[config.mk]
export PLATFORM = sky130hd
export DESIGN_NAME = potq_order
export DESIGN_NICKNAME = d
export VERILOG_FILES = /design/src/potq_pkg.sv /design/src/potq_order.sv
export SDC_FILE = /design/constraint.sdc
export NUM_CORES = 1
export LEC_CHECK = 0
export BUFFER_PORTS_ARGS = -buffer_cell sky130_fd_sc_hd__buf_2
export CAP_MARGIN = 20
export CORE_ASPECT_RATIO = 0.5
export CORE_MARGIN = 2
export CORE_UTILIZATION = 38
export DETAILED_ROUTE_END_ITERATION = 16
export GPL_TIMING_DRIVEN = 0
export PLACE_DENSITY = 0.82
export SYNTH_ARGS = -nofsm -noshare
export SYNTH_HDL_FRONTEND = slang
export SYNTH_SLANG_ARGS = --single-unit
[constraint.sdc]
create_clock -name vclk -period 1.9
set_clock_uncertainty 0.05 [all_clocks]
set_input_delay 0.19 -clock vclk [all_inputs]
set_output_delay 0.19 -clock vclk [all_outputs]
set_load 0.01 [all_outputs]
[src/potq_pkg.sv]
// Package for the policy ordered task queue: sizes, codes, the task attribute
// record and small helpers for time and ring addressing.
// Depends on nothing; used by potq_order and policy_ordered_task_queue_core.
package potq_pkg;

  localparam int TASKS = 64;
  localparam int AW    = (TASKS > 1) ? $clog2(TASKS) : 1;
  localparam int CW    = $clog2(TASKS + 1);

  typedef logic [AW-1:0] id_t;
  typedef logic [CW-1:0] cnt_t;
  typedef logic [31:0]   tick_t;
  typedef logic [1:0]    policy_t;
  typedef logic [1:0]    req_t;
  typedef logic [1:0]    stat_t;

  typedef struct packed {
    logic signed [15:0] prio;
    logic [30:0]        deadline;
    tick_t              ready;
  } attr_t;

  localparam logic [30:0] NO_DEADLINE = 31'h7FFF_FFFF;
  localparam tick_t       TIME_MAX    = 32'hFFFF_FFFF;

  localparam req_t REQ_NEW      = 2'd0;
  localparam req_t REQ_CONT     = 2'd1;
  localparam req_t REQ_ELAPSE   = 2'd2;
  localparam req_t REQ_DISPATCH = 2'd3;

  localparam stat_t STAT_OK     = 2'd0;
  localparam stat_t STAT_EMPTY  = 2'd1;
  localparam stat_t STAT_NO_RUN = 2'd2;
  localparam stat_t STAT_FULL   = 2'd3;

  localparam policy_t POL_FIFO     = 2'd0;
  localparam policy_t POL_PRIO     = 2'd1;
  localparam policy_t POL_DEADLINE = 2'd2;

  function automatic tick_t sat_add(tick_t a, logic [15:0] b);
    logic [32:0] s;
    s = {1'b0, a} + {17'd0, b};
    return s[32] ? TIME_MAX : s[31:0];
  endfunction

  // ring address: base plus offset, wrapped at TASKS
  function automatic id_t qwrap(id_t base, cnt_t off);
    logic [CW:0] s;
    s = {{(CW + 1 - AW){1'b0}}, base} + {1'b0, off};
    if (s >= (CW + 1)'(TASKS)) begin
      s = s - (CW + 1)'(TASKS);
    end
    return s[AW-1:0];
  endfunction

endpackage

[src/potq_order.sv]
// Ordering compare for the task queue: true when the key task must come
// strictly before the queued entry under the selected policy.
// Depends on potq_pkg.
module potq_order (
  input  potq_pkg::policy_t policy,
  input  potq_pkg::attr_t   key_attr,
  input  potq_pkg::id_t     key_id,
  input  potq_pkg::attr_t   ent_attr,
  input  potq_pkg::id_t     ent_id,
  output logic              key_first
);
  import potq_pkg::*;

  logic id_lt, prio_lt, prio_eq, dl_lt, dl_eq, rdy_lt, rdy_eq;

  always_comb begin
    id_lt   = key_id < ent_id;
    prio_lt = $signed(key_attr.prio) < $signed(ent_attr.prio);
    prio_eq = key_attr.prio == ent_attr.prio;
    dl_lt   = key_attr.deadline < ent_attr.deadline;
    dl_eq   = key_attr.deadline == ent_attr.deadline;
    rdy_lt  = key_attr.ready < ent_attr.ready;
    rdy_eq  = key_attr.ready == ent_attr.ready;
    case (policy)
      POL_PRIO: begin
        key_first = prio_eq ? id_lt : prio_lt;
      end
      POL_DEADLINE: begin
        if (!dl_eq) begin
          key_first = dl_lt;
        end else if (!rdy_eq) begin
          key_first = rdy_lt;
        end else if (!prio_eq) begin
          key_first = prio_lt;
        end else begin
          key_first = id_lt;
        end
      end
      default: begin
        key_first = id_lt;
      end
    endcase
  end

endmodule

==> results of run 1 <==
[metal layers]
| layer | global-route usage | wire [µm] | vias to the layer above |
|---|---|---|---|
| met5 | 0 | 0 | - |
| met4 | 0.0348 | 105 | 0 |
| met3 | 0.00618 | 266 | 12 |
| met2 | 0.411 | 3390 | 73 |
| met1 | 0.188 | 2450 | 1157 |
| li1 | - | - | 1440 |
[cell type report]
class	instances	area share
Multi-Input combinational cell	219	0.599
Timing Repair Buffer	176	0.276
Inverter	91	0.0987
Tap cell	73	0.0262
[synth_stat cells, types with 3 or more instances]
library cell and number:
nor2_1 9, ha_1 86, a21o_1 10, nand3_1 9, o211ai_1 4, a21oi_1 19
o21ai_0 12, nor3_1 4, nand2_1 11, a221oi_1 4, a211oi_1 7, nand4_1 13
inv_1 91, and3_1 3
[per-stage QoR]
stage                     TNS (ps)  area (µm²)  worst slack, ps  power (µW)   util
final                         -338        3490             -338         648  0.624
after global routing          -423        3490             -423         749  0.624
after CTS                     -348        3460             -348         645  0.619
after detailed placement      -472        3230             -472         590  0.578
after global placement        -472        3230             -472         567  0.578
after floorplan              -51.5        2270            -51.5         330      -
[how the worst max path moves through the flow]
stage                     cells after the start  slack (ps)        end
after floorplan                               9         -50  key_first
after global placement                       11        -470  key_first
after detailed placement                     11        -470  key_first
after CTS                                    10        -350  key_first
after global routing                         10        -420  key_first
final                                        10        -340  key_first
[logic make-up (layout without fill, tap and decap cells)]
family	after synthesis	count (layout)	synth area share
buffers and inverters	91	267	0.152
AND/OR/NAND/NOR	63	63	0.157
adder cells (fa/ha/maj)	86	86	0.479
AO/OA/AOI/OAI	70	70	0.212
[repair_timing]
item / CTS / global route
setup buffers: 2 / 1
setup endpoints to repair: 1 / 1
cloned: 0 / 0
gates resized for setup: 35 / 3
pin swaps: 20 / 9
[power by group]
part / switching, µW / internal (µW) / total [µW]
Clock: 0 / 0 / 0
Sequential: 0 / 0 / 0
Combinational: 295 / 353 / 648
Total: 295 / 353 / 648
[placed cells by master, fill, tap and decap left out, types with 2 or more instances in the layout]
master / instances
a2111oi_2: 2
a211oi_1: 5
a211oi_2: 2
a21o_1: 10
a21oi_1: 19
a221oi_1: 3
a221oi_2: 2
and3_4: 2
and4_1: 2
buf_2: 161
buf_4: 3
buf_6: 12
ha_1: 76
ha_4: 10
inv_1: 83
inv_2: 7
nand2_1: 11
nand2b_1: 2
nand3_1: 8
nand4_1: 13
nor2_1: 9
nor3_1: 4
nor4_1: 2
o211ai_1: 4
o21a_1: 2
o21ai_0: 11
==> impl_metrics.json, run 1 <==
{
  "vias": 2682,
  "rows": 19,
  "syn_area_mm2": 0.00225,
  "hold_path.class": "in2out",
  "grt_pass1_wl_um": 10200,
  "p_leak_uw": 0.00215,
  "place_congestion": 0.854,
  "min_from": "policy[1]",
  "violations": "negative setup slack",
  "yosysTopAreaCell": "ha_1",
  "io_buffers": 173,
  "hold_buffers": 0,
  "slowest_delay_ps": 310,
  "antenna_found_initial": 0,
  "status": "finished with violations",
  "core-area_mm2": 0.00559,
  "fin_cells": 559,
  "setup_slack_ps": -338,
  "ioPinCount": 173,
  "seq_cell_count": 0,
  "layout-drive-gt1-share": 0.432,
  "whs_endpoint": "key_first",
  "regArea_um2": 0,
  "ir_worst_vdd_v": 0.000104,
  "hold_viol_final": 0,
  "start_util": 0.402,
  "cp_slowest_cell": "a221oi_2",
  "dp_hpwl_um": 5710,
  "yosysSeqAreaShare": 0,
  "fmax_mhz": 447,
  "ys_types": 38,
  "critPathLaunch": "key_attr[17]",
  "synth_top_area_frac": 0.479,
  "setup_viol": 1,
  "grt_pass1_vias": 2690,
  "start_kind": "input pin",
  "wl_per_cell_um": 11.1,
  "crit_buf_inv": 2,
  "nets": 746,
  "max-slew-margin-rel": 0.692,
  "multi_input_area_mm2": 0.00209,
  "rsz0062_at_grt": "yes",
  "dp_cells": 556,
  "syn-num-nets": 568,
  "post-route-min-period_ps": 2240,
  "ant_nets": 0,
  "pwr_density_cell_mw_per_mm2": 186,
  "die_area_mm2": 0.00659,
  "grt_use_total": 0.181,
  "grt_overflow": 0,
  "area_growth_pct": 55.0,
  "chipHeight_um": 58.4,
  "worstPathRequired_ps": 1660,
  "routed_wl_um": 6210,
  "slew_viol_final": 0,
  "drt-initial-drc-count": 38,
  "crit_arrival_ps": 2000,
  "fin_hold_ws_ps": 841,
  "path_class": "in2out",
  "post-route-period-util": 1.18,
  "worstPathMaxFanout": 2,
  "cp_cell_sequence": "buf_2, ha_4, a21o_1, a21o_1, a211oi_2, o21ai_2, a221oi_2, a221oi_2, o211ai_2, buf_2",
  "grt_max_degree": 5,
  "dieWidth_um": 113,
  "crit_family": "compound AO/OA/AOI/OAI gates",
  "yosys-top-cells-area": "ha_1 48%, inv_1 15%, a21oi_1 4.2%",
  "vias_per_cell": 4.80,
  "hold_path_depth": 5,
  "worstMarginPinSlew_ps": 461,
  "first_pass_iters": 3,
  "synthCells": 310,
  "yosys_warnings": 0,
  "syn_avg_cell_area_um2": 7.25,
  "n_fill_cell": 527,
  "end_kind": "output port",
  "clock_buffers": 0,
  "cap_viol_max_count": 0,
  "drc": 0,
  "n_antenna_cell": 0
}
Note: power is estimated with default switching activity, not from simulation.
==> run 2: changes to the inputs <==
- ABC_AREA: unset -> 1
- CORE_UTILIZATION: 38 -> 39
==> run 2 against run 1 <==
Effect of this change: the flow still finishes with violations (negative setup slack); worst hold slack better by 27 ps; non-clock buffer count is 1 lower; clock-buffer cell count stayed put; die area is 3.5% higher; power is 25% higher; routed wire length is 20% higher; largest cell class unchanged; highest routed layer unchanged.
==> impl_metrics.json, run 2 <==
{
  "die_area_mm2": 0.00681,
  "dp_hpwl_um": 5860,
  "syn_area_mm2": 0.00239,
  "slew_viol_final": 0,
  "gr-usage-met2": 0.396,
  "p_leak_uw": 0.00238,
  "dp_cells": 643,
  "core-area_mm2": 0.00601,
  "crit_buf_inv": 2,
  "synth_top_area_frac": 0.450,
  "syn-num-nets": 651,
  "hold_buffers": 0,
  "n_antenna_cell": 0,
  "hold_path.class": "in2out",
  "yosys-top-cells-area": "ha_1 45%, inv_1 17%, nand2_1 13%",
  "fmax_mhz": 525,
  "worstPathMaxFanout": 2,
  "min_from": "policy[1]",
  "setup_slack_ps": -5.88,
  "cap_viol_max_count": 0,
  "post-route-period-util": 1.00,
  "met1_usage": 0.206,
  "place_ws_ps": -60.2,
  "nets": 828,
  "rsz0062_at_grt": "yes",
  "path_depth": 14,
  "regArea_um2": 0,
  "clock_buffers": 0,
  "wl_per_cell_um": 11.6,
  "layout_common_cells": "165 x buf_2, 91 x inv_1, 71 x nand2_1",
  "slowest_delay_ps": 280,
  "path_class": "in2out",
  "ioPinCount": 173,
  "crit_family": "simple AND/OR/NAND/NOR gates",
  "place_congestion": 0.809,
  "violations": "negative setup slack",
  "layout-drive-gt1-share": 0.472,
  "synth.most_common_cell": "inv_1",
  "fin_cells": 645,
  "seq_cell_count": 0,
  "ant_nets": 0,
  "io_buffers": 173,
  "post-route-min-period_ps": 1910,
  "synthCells": 393,
  "yosysTopAreaCell": "ha_1",
  "rows": 20,
  "vias": 3039,
  "start_kind": "input pin",
  "n_fill_cell": 549,
  "grt_pass1_vias": 2753,
  "dieWidth_um": 115,
  "syn_avg_cell_area_um2": 6.09,
  "pwr_density_cell_mw_per_mm2": 208,
  "final_area_mm2": 0.00389,
  "drc": 0,
  "critPathLaunch": "key_attr[22]",
  "antenna_found_initial": 0,
  "cp_common_cell": "nand2_1",
  "routed_wl_um": 7470,
  "first_pass_iters": 4,
  "ir_worst_vdd_v": 0.0000848,
  "crit_arrival_ps": 1670,
  "yosys_warnings": 0,
  "drt-initial-drc-count": 76,
  "setup_viol": 1,
  "grt_max_degree": 5,
  "area_growth_pct": 62.8,
  "multi_input_area_mm2": 0.00243,
  "grt_use_total": 0.186,
  "grt_overflow": 0,
  "status": "finished with violations",
  "grt_use_met3": 0.0102,
  "start_util": 0.398,
  "layout_commonest_cell": "buf_2",
  "synth_common_cells": "106 x inv_1, 86 x ha_1, 86 x nand2_1, 37 x a21oi_1, 24 x nor2_1",
  "chipHeight_um": 59.4,
  "post_dp_cell_area_mm2": 0.00335,
  "max-slew-margin-rel": 0.810,
  "end_kind": "output port",
  "endpoint": "key_first",
  "vias_per_cell": 4.71,
  "power.total_uw": 809,
  "ys_types": 25,
  "worstMarginPinSlew_ps": 282,
  "cp_slowest_cell": "ha_1",
  "worstPathRequired_ps": 1660,
  "hold_viol_final": 0,
  "yosysSeqAreaShare": 0,
  "busiest_layer": "met2",
  "grt_pass1_wl_um": 10600,
  "cp_cell_sequence": "buf_2, ha_1, nand2_2, nor2_2, nand2_1, nor2_4, nand2_2, nand3_2, nor2_2, a21oi_2, nand2_1, nand2_1, a21oi_2, buf_2"
}
[run 2: timing repair]
action                     CTS  global route
pin swaps                   26            31
cloned                       0             0
setup buffers                1             1
hold endpoints to repair     0             0
setup endpoints to repair    1             1
gates resized for setup     36            56
[run 2: cells by family (layout without fill, tap and decap cells)]
logic type | after synthesis | after routing | share of synthesized area
buffers and inverters | 115 | 290 | 0.180
adders and majority gates | 86 | 86 | 0.450
AOI/OAI and AO/OA | 56 | 56 | 0.130
and+or+nand+nor | 136 | 136 | 0.240
[run 2: worst min-delay path, stage by stage]
cell,delay [ps]
buf_2,90
ha_1,110
inv_1,40
nor2_1,130
a21oi_2,40
buf_2,130
[run 2: through the flow]
stage / hold slack [ps] / setup TNS, ps / utilization
2_1_floorplan: 632 / 0 / -
3_3_place_gp: 874 / -29.1 / 0.559
3_5_place_dp: 870 / -60.2 / 0.559
4_1_cts: 877 / -21.5 / 0.592
5_1_grt: 949 / -156 / 0.648
6_report: 868 / -5.88 / 0.648
[run 2: layout make-up]
cell class                      count  share of cell area
Inverter                          115               0.112
Timing Repair Buffer              175               0.239
Tap cell                           77              0.0247
Multi-Input combinational cell    278               0.625
[run 2: worst min-delay path by stage]
stage / end / depth (start not counted) / slack [ps]
2_1_floorplan: key_first / 4 / 630
3_3_place_gp: key_first / 6 / 870
3_5_place_dp: key_first / 6 / 870
4_1_cts: key_first / 6 / 880
5_1_grt: key_first / 6 / 950
6_report: key_first / 6 / 870
[run 2: where the power goes]
part | internal (µW) | total [µW] | switching, µW
clock | 0 | 0 | 0
combinational | 411 | 809 | 398
sequential | 0 | 0 | 0
[run 2: layer usage]
metal  vias up  wire length (µm)
li1       1595                 -
met1      1330              2830
met2        88              4140
met3        26               287
met4         0               218
met5         -                 0
==> run 3: changes to the inputs <==
- CORE_MARGIN: 2 -> unset
- CORE_UTILIZATION: 39 -> 25
- PLACE_DENSITY: 0.82 -> 0.58
- TNS_END_PERCENT: unset -> 20
==> run 3 against run 2 <==
Effect of this change: the run now ends clean; fmax rose by 0.75%; worst hold slack gained 37 ps; flip-flop and latch count did not move; worst setup slack better by 14 ps; routed wire length down 3.5%; via count decreased by 4.6%; die area increased by 47%; utilization is 20 points lower; cell count increased by 6.4%; power barely moved; non-clock buffer count increased by 1.
==> impl_metrics.json, run 3 (synthesis gave the netlist of run 2 again) <==
{
  "drc": 0,
  "ir_worst_vdd_v": 0.0000735,
  "clock_buffers": 0,
  "pwr_density_cell_mw_per_mm2": 203,
  "io_buffers": 173,
  "grt_pass1_vias": 2684,
  "layout-drive-gt1-share": 0.476,
  "first_pass_iters": 4,
  "wl_per_cell_um": 10.5,
  "setup_viol": 0,
  "hold_viol_final": 0,
  "ant_nets": 0,
  "rows": 24,
  "post-route-min-period_ps": 1890,
  "worstMarginPinSlew_ps": 229,
  "rsz0062_at_grt": "yes",
  "chipHeight_um": 71.2,
  "vias_per_cell": 4.22,
  "cap_viol_max_count": 0,
  "nets": 829,
  "dieWidth_um": 140,
  "slew_viol_final": 0,
  "fmax_mhz": 529,
  "ioPinCount": 173,
  "core-area_mm2": 0.00898,
  "regArea_um2": 0,
  "grt_max_degree": 5,
  "hold_buffers": 0,
  "setup_tns_ps": 0,
  "p_leak_uw": 0.00238,
  "grt_use_total": 0.132,
  "final_util": 0.445,
  "crit_arrival_ps": 1650,
  "antenna_found_initial": 0,
  "vias": 2898,
  "seq_cell_count": 0,
  "grt_overflow": 0,
  "layout_commonest_cell": "buf_2",
  "start_kind": "input pin",
  "worstPathMaxFanout": 2,
  "n_antenna_cell": 0,
  "grt_pass1_wl_um": 11100,
  "area_growth_pct": 67.1,
  "n_fill_cell": 942,
  "worstPathRequired_ps": 1660,
  "routed_wl_um": 7210,
  "end_kind": "output port",
  "post-route-period-util": 0.996,
  "layout_common_cells": "162 x buf_2, 92 x inv_1, 71 x nand2_1",
  "place_congestion": 0.754,
  "status": "complete, no violations",
  "hold_path.class": "in2out",
  "dp_hpwl_um": 6160,
  "path_class": "in2out",
  "max-slew-margin-rel": 0.847,
  "drt-initial-drc-count": 26,
  "start_util": 0.266,
  "die_area_mm2": 0.00999
}
-- run 3: what timing repair did --
action | CTS | global route
gates resized for setup | 51 | 50
pin swaps | 41 | 33
endpoints found under the setup margin | 1 | 1
buffers inserted | 3 | 0
-- run 3: metrics by stage --
step           instances  hold WS (ps)  instance area (µm²)  total power (µW)  worst slack [ps]
3_3_place_gp         683           885                 3400               626             -75.6
5_1_grt              686           932                 4000               933              -114
3_5_place_dp         683           886                 3400               638             -62.8
6_report             686           905                 4000               809              8.33
2_1_floorplan        393           632                 2390               373               278
4_1_cts              686           892                 3730               728             -2.54
-- run 3: worst paths after layout --
| path | slack, ps | from | endpoint | depth (start not counted) |
|---|---|---|---|---|
| min | 900 | policy[1] | key_first | 6 |
| max | 8 | ent_attr[23] | key_first | 15 |
-- run 3: power breakdown --
| group | internal [µW] | switching, µW | leakage [µW] |
|---|---|---|---|
| Combinational | 415 | 394 | 0.00238 |
| Sequential | 0 | 0 | 0 |
| Clock | 0 | 0 | 0 |
-- run 3: area by class of cell --
cell class / count / area [µm²] / area share
Timing Repair Buffer: 176 / 957 / 0.240
Multi-Input combinational cell: 278 / 2450 / 0.614
Tap cell: 117 / 146 / 0.0366
Inverter: 115 / 439 / 0.110
-- run 3: per-layer routing --
layer,up-vias,global-route usage,share of wire
met5,-,0,0
met4,0,0,0
met3,0,0.000677,0.020
met2,43,0.282,0.55
met1,1262,0.156,0.43
li1,1593,-,-
-- run 3: worst max-delay path, cell delays in order --
cell     delay, ps
buf_2           70
inv_1           30
ha_1           280
nand2_1         80
nor2_2         120
nand2_1         70
nor2_2         140
nand2_1        100
nand3_1         80
nor2_1          60
a21oi_2        120
nand2_1         60
nand2_1         70
a21oi_2         40
buf_2          140
